$ cat src/arans_pkg.sv
// ----------------------------------------------------------------------------
// arans_pkg
// Types, widths and codes shared by the adaptive rANS symbol model.
// ----------------------------------------------------------------------------
package arans_pkg;

  localparam int SCALE_BITS  = 14;
  localparam int SCALE_SLOTS = 1 << SCALE_BITS;
  localparam int NSYM        = 256;

  localparam int MODE_W     = 3;
  localparam int SYM_W      = 8;
  localparam int SLOT_W     = 14;
  localparam int NFREQ_W    = 15;
  localparam int RSTART_W   = 14;

  localparam int CNT_W      = 27;
  localparam int TOT_W      = 28;
  localparam int NORM_W     = SCALE_BITS + 1;
  localparam int SUM_W      = NORM_W + SYM_W;
  localparam int IDX_W      = SYM_W + 1;
  localparam int DIV_STEPS  = SCALE_BITS + 1;
  localparam int DIV_STEP_W = $clog2(DIV_STEPS + 1);

  typedef logic [SYM_W-1:0]      sym_t;
  typedef logic [CNT_W-1:0]      cnt_t;
  typedef logic [TOT_W-1:0]      tot_t;
  typedef logic [TOT_W:0]        rem_t;
  typedef logic [NORM_W-1:0]     norm_t;
  typedef logic [SUM_W-1:0]      sum_t;
  typedef logic [IDX_W-1:0]      idx_t;
  typedef logic [SCALE_BITS-1:0] slot_idx_t;
  typedef logic [DIV_STEP_W-1:0] div_step_t;
  typedef logic [MODE_W-1:0]     mode_t;

  localparam tot_t  HALVE_LIMIT = tot_t'(1 << 27);
  localparam tot_t  TOTAL_RESET = tot_t'(NSYM);
  localparam idx_t  IDX_LAST    = idx_t'(NSYM - 1);
  localparam idx_t  IDX_END     = idx_t'(NSYM);

  localparam mode_t MODE_UPDATE  = 3'd0;
  localparam mode_t MODE_SWAP    = 3'd1;
  localparam mode_t MODE_REBUILD = 3'd2;
  localparam mode_t MODE_QUERY   = 3'd3;
  localparam mode_t MODE_LOOKUP  = 3'd4;

  typedef struct packed {
    logic [MODE_W-1:0] mode;
    logic [SYM_W-1:0]  symbol;
    logic [SLOT_W-1:0] slot;
  } in_item_t;

  typedef struct packed {
    logic [NFREQ_W-1:0]  norm_freq;
    logic [RSTART_W-1:0] range_start;
    logic [SYM_W-1:0]    symbol_out;
  } out_item_t;

  typedef struct packed {
    logic start;
    cnt_t num;
    tot_t den;
  } div_req_t;

  typedef struct packed {
    logic  done;
    norm_t quot;
  } div_rsp_t;

  typedef enum logic [4:0] {
    ST_INIT,
    ST_IDLE,
    ST_UPD_RD,
    ST_UPD_WR,
    ST_HALVE,
    ST_SWP_RD,
    ST_SWP_ORD,
    ST_SWP_W1,
    ST_SWP_W2,
    ST_SWP_W3,
    ST_QRY,
    ST_QRY_CAP,
    ST_LKP,
    ST_LKP_CAP,
    ST_RB_RD,
    ST_RB_GO,
    ST_RB_DIV,
    ST_ADJ_CHK,
    ST_ADJ_SCAN,
    ST_ADJ_FIX,
    ST_LAY_ORD,
    ST_LAY_NRM,
    ST_LAY_HEAD,
    ST_LAY_FILL,
    ST_RESP
  } core_state_t;

endpackage

$ cat src/arans_div.sv
// ----------------------------------------------------------------------------
// arans_div
// Restoring divider giving floor(num * 2^SCALE_BITS / den), one bit a cycle.
// ----------------------------------------------------------------------------
module arans_div (
  input  logic                clk,
  input  logic                rst_n,
  input  arans_pkg::div_req_t req,
  output arans_pkg::div_rsp_t rsp
);

  logic                 busy_r, busy_nxt;
  logic                 done_r, done_nxt;
  arans_pkg::div_step_t step_r, step_nxt;
  arans_pkg::rem_t      rem_r, rem_nxt;
  arans_pkg::tot_t      den_r, den_nxt;
  arans_pkg::norm_t     quot_r, quot_nxt;

  logic            cmp;
  arans_pkg::rem_t diff;
  arans_pkg::tot_t rsel;

  always_comb begin
    cmp      = rem_r >= {1'b0, den_r};
    diff     = rem_r - {1'b0, den_r};
    rsel     = cmp ? diff[arans_pkg::TOT_W-1:0] : rem_r[arans_pkg::TOT_W-1:0];
    busy_nxt = busy_r;
    done_nxt = 1'b0;
    step_nxt = step_r;
    rem_nxt  = rem_r;
    den_nxt  = den_r;
    quot_nxt = quot_r;
    if (req.start) begin
      busy_nxt = 1'b1;
      step_nxt = arans_pkg::div_step_t'(arans_pkg::DIV_STEPS);
      rem_nxt  = arans_pkg::rem_t'(req.num);
      den_nxt  = req.den;
      quot_nxt = '0;
    end else if (busy_r) begin
      // The remainder stays below the divisor, so doubling it cannot overflow.
      rem_nxt  = {rsel, 1'b0};
      quot_nxt = {quot_r[arans_pkg::NORM_W-2:0], cmp};
      step_nxt = step_r - arans_pkg::div_step_t'(1);
      if (step_r == arans_pkg::div_step_t'(1)) begin
        busy_nxt = 1'b0;
        done_nxt = 1'b1;
      end
    end
  end

  always_ff @(posedge clk) begin
    if (!rst_n) begin
      busy_r <= 1'b0;
      done_r <= 1'b0;
      step_r <= '0;
    end else begin
      busy_r <= busy_nxt;
      done_r <= done_nxt;
      step_r <= step_nxt;
    end
    rem_r  <= rem_nxt;
    den_r  <= den_nxt;
    quot_r <= quot_nxt;
  end

  assign rsp.done = done_r;
  assign rsp.quot = quot_r;

endmodule

$ cat config.mk
export PLATFORM = sky130hd
export DESIGN_NAME = arans_div
export DESIGN_NICKNAME = d
export VERILOG_FILES = /design/src/arans_pkg.sv /design/src/arans_div.sv
export SDC_FILE = /design/constraint.sdc
export NUM_CORES = 1
export LEC_CHECK = 0
export BUFFER_PORTS_ARGS = -buffer_cell sky130_fd_sc_hd__buf_2
export CAP_MARGIN = 20
export CORE_ASPECT_RATIO = 2
export CORE_MARGIN = 8
export CORE_UTILIZATION = 38
export CTS_CLUSTER_SIZE = 24
export DETAILED_ROUTE_END_ITERATION = 7
export SYNTH_ARGS = -nofsm -noshare
export SYNTH_HDL_FRONTEND = slang
export SYNTH_SLANG_ARGS = --single-unit
export TNS_END_PERCENT = 1
$ cat constraint.sdc
create_clock -name clk -period 6.8 [get_ports clk]
set_input_delay 1.36 -clock clk [delete_from_list [all_inputs] [get_ports clk]]
set_output_delay 1.36 -clock clk [all_outputs]
set_load 0.1 [all_outputs]
==> impl_metrics.prom <==
# TYPE chip_impl_metric gauge
chip_impl_info{name="status",value="complete, no violations"} 1
chip_impl_metric{name="n_antenna_cell",unit=""} 0
chip_impl_metric{name="fin_worst_skew",unit="ns"} 0.00967
chip_impl_info{name="critical_path.startpoint_type",value="register"} 1
chip_impl_metric{name="cts.clk_slew.worst_paths",unit="ns"} 0.06
chip_impl_metric{name="timing.final.ws_setup",unit="ns"} 2.79
chip_impl_metric{name="dieWidth",unit="um"} 95.2
chip_impl_metric{name="num_vias",unit=""} 3629
chip_impl_metric{name="largest_stage_delay_worst_path",unit="ns"} 0.80
chip_impl_metric{name="io_pins",unit=""} 74
chip_impl_metric{name="first_global_vias",unit=""} 3871
chip_impl_info{name="mostFrequentLayoutCells",value="sky130_fd_sc_hd__buf_2 (72), sky130_fd_sc_hd__edfxtp_1 (55), sky130_fd_sc_hd__nor2_1 (52)"} 1
chip_impl_metric{name="post_drt_wl_per_cell",unit="um"} 15.2
chip_impl_metric{name="dp_hpwl",unit="um"} 7910
chip_impl_metric{name="mappedNetlistArea",unit="sq mm"} 0.00477
chip_impl_metric{name="nets",unit=""} 630
chip_impl_metric{name="placement.cell_area",unit="sq mm"} 0.00523
chip_impl_info{name="worstReg2RegStart",value="rem_r[4]"} 1
chip_impl_metric{name="grt_overflow",unit=""} 0
chip_impl_metric{name="worst_skew_pair.late_latency",unit="ns"} 0.34
chip_impl_metric{name="cts_num_sinks",unit=""} 78
chip_impl_metric{name="timing.fmax",unit="MHz"} 249
chip_impl_metric{name="grtUsageTotal",unit="%"} 13.6
chip_impl_metric{name="routed_via_density",unit=""} 5.21
chip_impl_metric{name="yosys_warnings",unit=""} 0
chip_impl_metric{name="drtAntennaViolNets",unit=""} 0
chip_impl_metric{name="worst-r2r-cell-count",unit=""} 10
chip_impl_metric{name="syn_avg_cell_area",unit="sq um"} 10.0
chip_impl_info{name="worstSetupPathType",value="register to register"} 1
chip_impl_metric{name="period_share",unit="%"} 59.0
chip_impl_metric{name="report.final.slew_viol_count",unit=""} 0
chip_impl_metric{name="post-layout-total-power",unit="mW"} 1.85
chip_impl_info{name="clk_root_buffer_cell",value="sky130_fd_sc_hd__clkbuf_16"} 1
chip_impl_metric{name="netlist-cell-type-count",unit=""} 59
chip_impl_info{name="yosys-top-cells-area",value="sky130_fd_sc_hd__edfxtp_1 (35%), sky130_fd_sc_hd__dfxtp_1 (9.7%), sky130_fd_sc_hd__ha_1 (7.9%)"} 1
chip_impl_metric{name="hold_buffers",unit=""} 0
chip_impl_metric{name="grt_pass1_wl",unit="um"} 18200
chip_impl_info{name="worst_hold_path_type",value="register to register"} 1
chip_impl_info{name="layout_commonest_cell",value="sky130_fd_sc_hd__buf_2"} 1
chip_impl_metric{name="grt_max_degree",unit=""} 67
chip_impl_metric{name="cts-buffers-inserted",unit=""} 9
chip_impl_metric{name="ys_seq_area_share",unit="%"} 44.3
chip_impl_info{name="critical_path.endpoint",value="rem_r[13]"} 1
chip_impl_metric{name="fp.dieArea",unit="sq mm"} 0.0166
chip_impl_metric{name="layout_min_cycle_time",unit="ns"} 4.01
chip_impl_metric{name="leakage",unit="nW"} 2.38
chip_impl_metric{name="synthesis.nets",unit=""} 564
chip_impl_metric{name="number_of_resized_instances_in_the_post_cts_repair_step",unit=""} 0
chip_impl_info{name="dominantRegCellSynth",value="sky130_fd_sc_hd__edfxtp_1"} 1
chip_impl_metric{name="std_cell_rows",unit=""} 58
chip_impl_metric{name="drt-initial-drc-count",unit=""} 174
chip_impl_metric{name="setup-tns-final",unit="ns"} 0
chip_impl_info{name="cp_cell_sequence",value="ha_1 -> a21o_1 -> or3_1 -> o21a_1 -> a31oi_2 -> a211oi_2 -> o31ai_4 -> buf_4 -> nor2_1 -> a221o_1"} 1
chip_impl_metric{name="fp.dieH",unit="um"} 174
chip_impl_metric{name="cap_viol_max_count",unit=""} 0
chip_impl_metric{name="worst_slew_margin_rel",unit="%"} 38.4
chip_impl_metric{name="drt_pass1_iterations",unit=""} 4
chip_impl_metric{name="setup_violations",unit=""} 0
chip_impl_metric{name="max-clock-path-buffers",unit=""} 2
chip_impl_metric{name="synth_to_final_area_change",unit="%"} 16.0
chip_impl_metric{name="drive_above_1_share",unit="%"} 19.6
chip_impl_metric{name="floorplan.initialDensity",unit="%"} 38.4
chip_impl_metric{name="synthDominantCellAreaShare",unit="%"} 34.6
chip_impl_metric{name="wl",unit="um"} 10600
chip_impl_metric{name="peakVddDrop",unit="V"} 0.000169
chip_impl_info{name="cts_tree",value="yes"} 1
chip_impl_info{name="grt_setup_unrepaired",value="no"} 1
chip_impl_metric{name="finish.instance_area",unit="sq mm"} 0.00553
chip_impl_metric{name="synth_edf_count",unit=""} 55
chip_impl_metric{name="core_area",unit="sq mm"} 0.0124
chip_impl_metric{name="power_density",unit="mW/mm^2"} 334
chip_impl_metric{name="placement.setup.worst_slack",unit="ns"} 2.77
chip_impl_metric{name="crit_path_max_fanout",unit=""} 27
chip_impl_metric{name="ys_async_sr_fraction",unit="%"} 0
chip_impl_metric{name="syn-instance-count",unit=""} 475
chip_impl_metric{name="setup_fix_bufs_post_cts",unit=""} 0
chip_impl_info{name="setup.worst_path.start",value="rem_r[4]"} 1
chip_impl_metric{name="port-buffer-count",unit=""} 73
chip_impl_info{name="synth_top_area_cell",value="sky130_fd_sc_hd__edfxtp_1"} 1
chip_impl_metric{name="drcViolationCount",unit=""} 0
chip_impl_metric{name="timing.critical_path.required",unit="ns"} 6.88
chip_impl_info{name="worst_setup_path_end_kind",value="register"} 1
chip_impl_metric{name="utilization",unit="%"} 44.6
chip_impl_metric{name="timing_worst_slew_pin_value",unit="ns"} 0.924
chip_impl_metric{name="grt_antenna_before_repair",unit=""} 0
chip_impl_metric{name="timing.final.hold_violations",unit=""} 0
chip_impl_info{name="cp_max_stage_cell",value="sky130_fd_sc_hd__o31ai_4"} 1
chip_impl_metric{name="cp.arrival",unit="ns"} 4.09
chip_impl_info{name="worst_r2r_endpoint",value="rem_r[13]"} 1
chip_impl_metric{name="ctsHtreeMaxLevel",unit=""} 3
chip_impl_metric{name="postSynthRegisterBits",unit=""} 78
chip_impl_metric{name="placer_congestion_estimate",unit=""} 0.863
chip_impl_metric{name="reg2reg_setup_slack",unit="ns"} 2.79
[power by group]
group          switching (mW)  leakage (nW)  internal [mW]
logic                   0.426          1.49          0.309
registers              0.0350         0.738          0.595
clock network           0.198         0.151          0.282
[cells in the mapped netlist (all sizes together), types with 5 or more instances]
| cell | n |
|---|---|
| o21bai | 5 |
| nor2b | 10 |
| or3 | 6 |
| ha | 30 |
| mux2 | 6 |
| edfxtp | 55 |
| nand3 | 11 |
| inv | 40 |
| mux2i | 18 |
| nor3 | 8 |
| a21o | 5 |
| buf | 11 |
| a21oi | 29 |
| a221o | 10 |
| xor2 | 11 |
| nand2 | 31 |
| xnor2 | 12 |
| clkbuf | 10 |
| nand2b | 6 |
| o211ai | 5 |
| a31oi | 6 |
| nor2 | 52 |
| dfxtp | 23 |
| nand3b | 10 |
| o21ai | 10 |
| o311ai | 11 |
[registers in the layout, indices dropped and copies added (netlist names)]
register  cells
busy_r        1
den_r        28
done_r        1
quot_r       15
rem_r        29
step_r        4
[per-stage QoR]
stage | cells | hold slack [ns]
after global routing | 696 | 0.550
after CTS | 696 | 0.493
after floorplan | 475 | 0.519
after detailed placement | 680 | 0.477
final | 696 | 0.494
after global placement | 680 | 0.470
[cell families after synthesis]
group	synth area share (%)
AOI/OAI and AO/OA	16.6
xor gates and xnor gates	4.22
adders and majority gates	8.29
buffers and inverters	5.69
DFF	44.3
muxes	5.35
and+or+nand+nor	15.5
[layer usage]
layer	vias up	GRT usage, %	part of all wire, %
met1	1674	15.8	43
met5	-	0	0
li1	1878	-	-
met2	69	23.2	51
met3	8	3.37	4.4
met4	0	4.79	1.4
[how the worst min path moves through the flow]
stage,startpoint,endpoint,slack (ns),cells after the start
3_3_place_gp,quot_r[14],quot_r[14],0.47,2
3_5_place_dp,quot_r[14],quot_r[14],0.48,2
6_report,quot_r[14],quot_r[14],0.49,2
4_1_cts,quot_r[14],quot_r[14],0.49,2
5_1_grt,quot_r[10],quot_r[10],0.55,2
2_1_floorplan,step_r[3],done_r,0.52,3
[cell type report]
type,count,area [sq um]
inverter,40,150
sequential,78,2110
tap,150,188
timing repair buffer,76,390
clock inverter,5,40.0
multi-input combinational,336,2380
fill,1205,6880
clock buffer,11,264
[worst max-delay path, delay by kind of cell (launching register included)]
family	cells	cell delay [ns]
compound gates	6	2.09
flops	1	0.38
buf+inv	1	0.43
fa+ha+maj	1	0.37
simple gates	2	0.49
No activity file was read; power rests on OpenSTA's default activity.
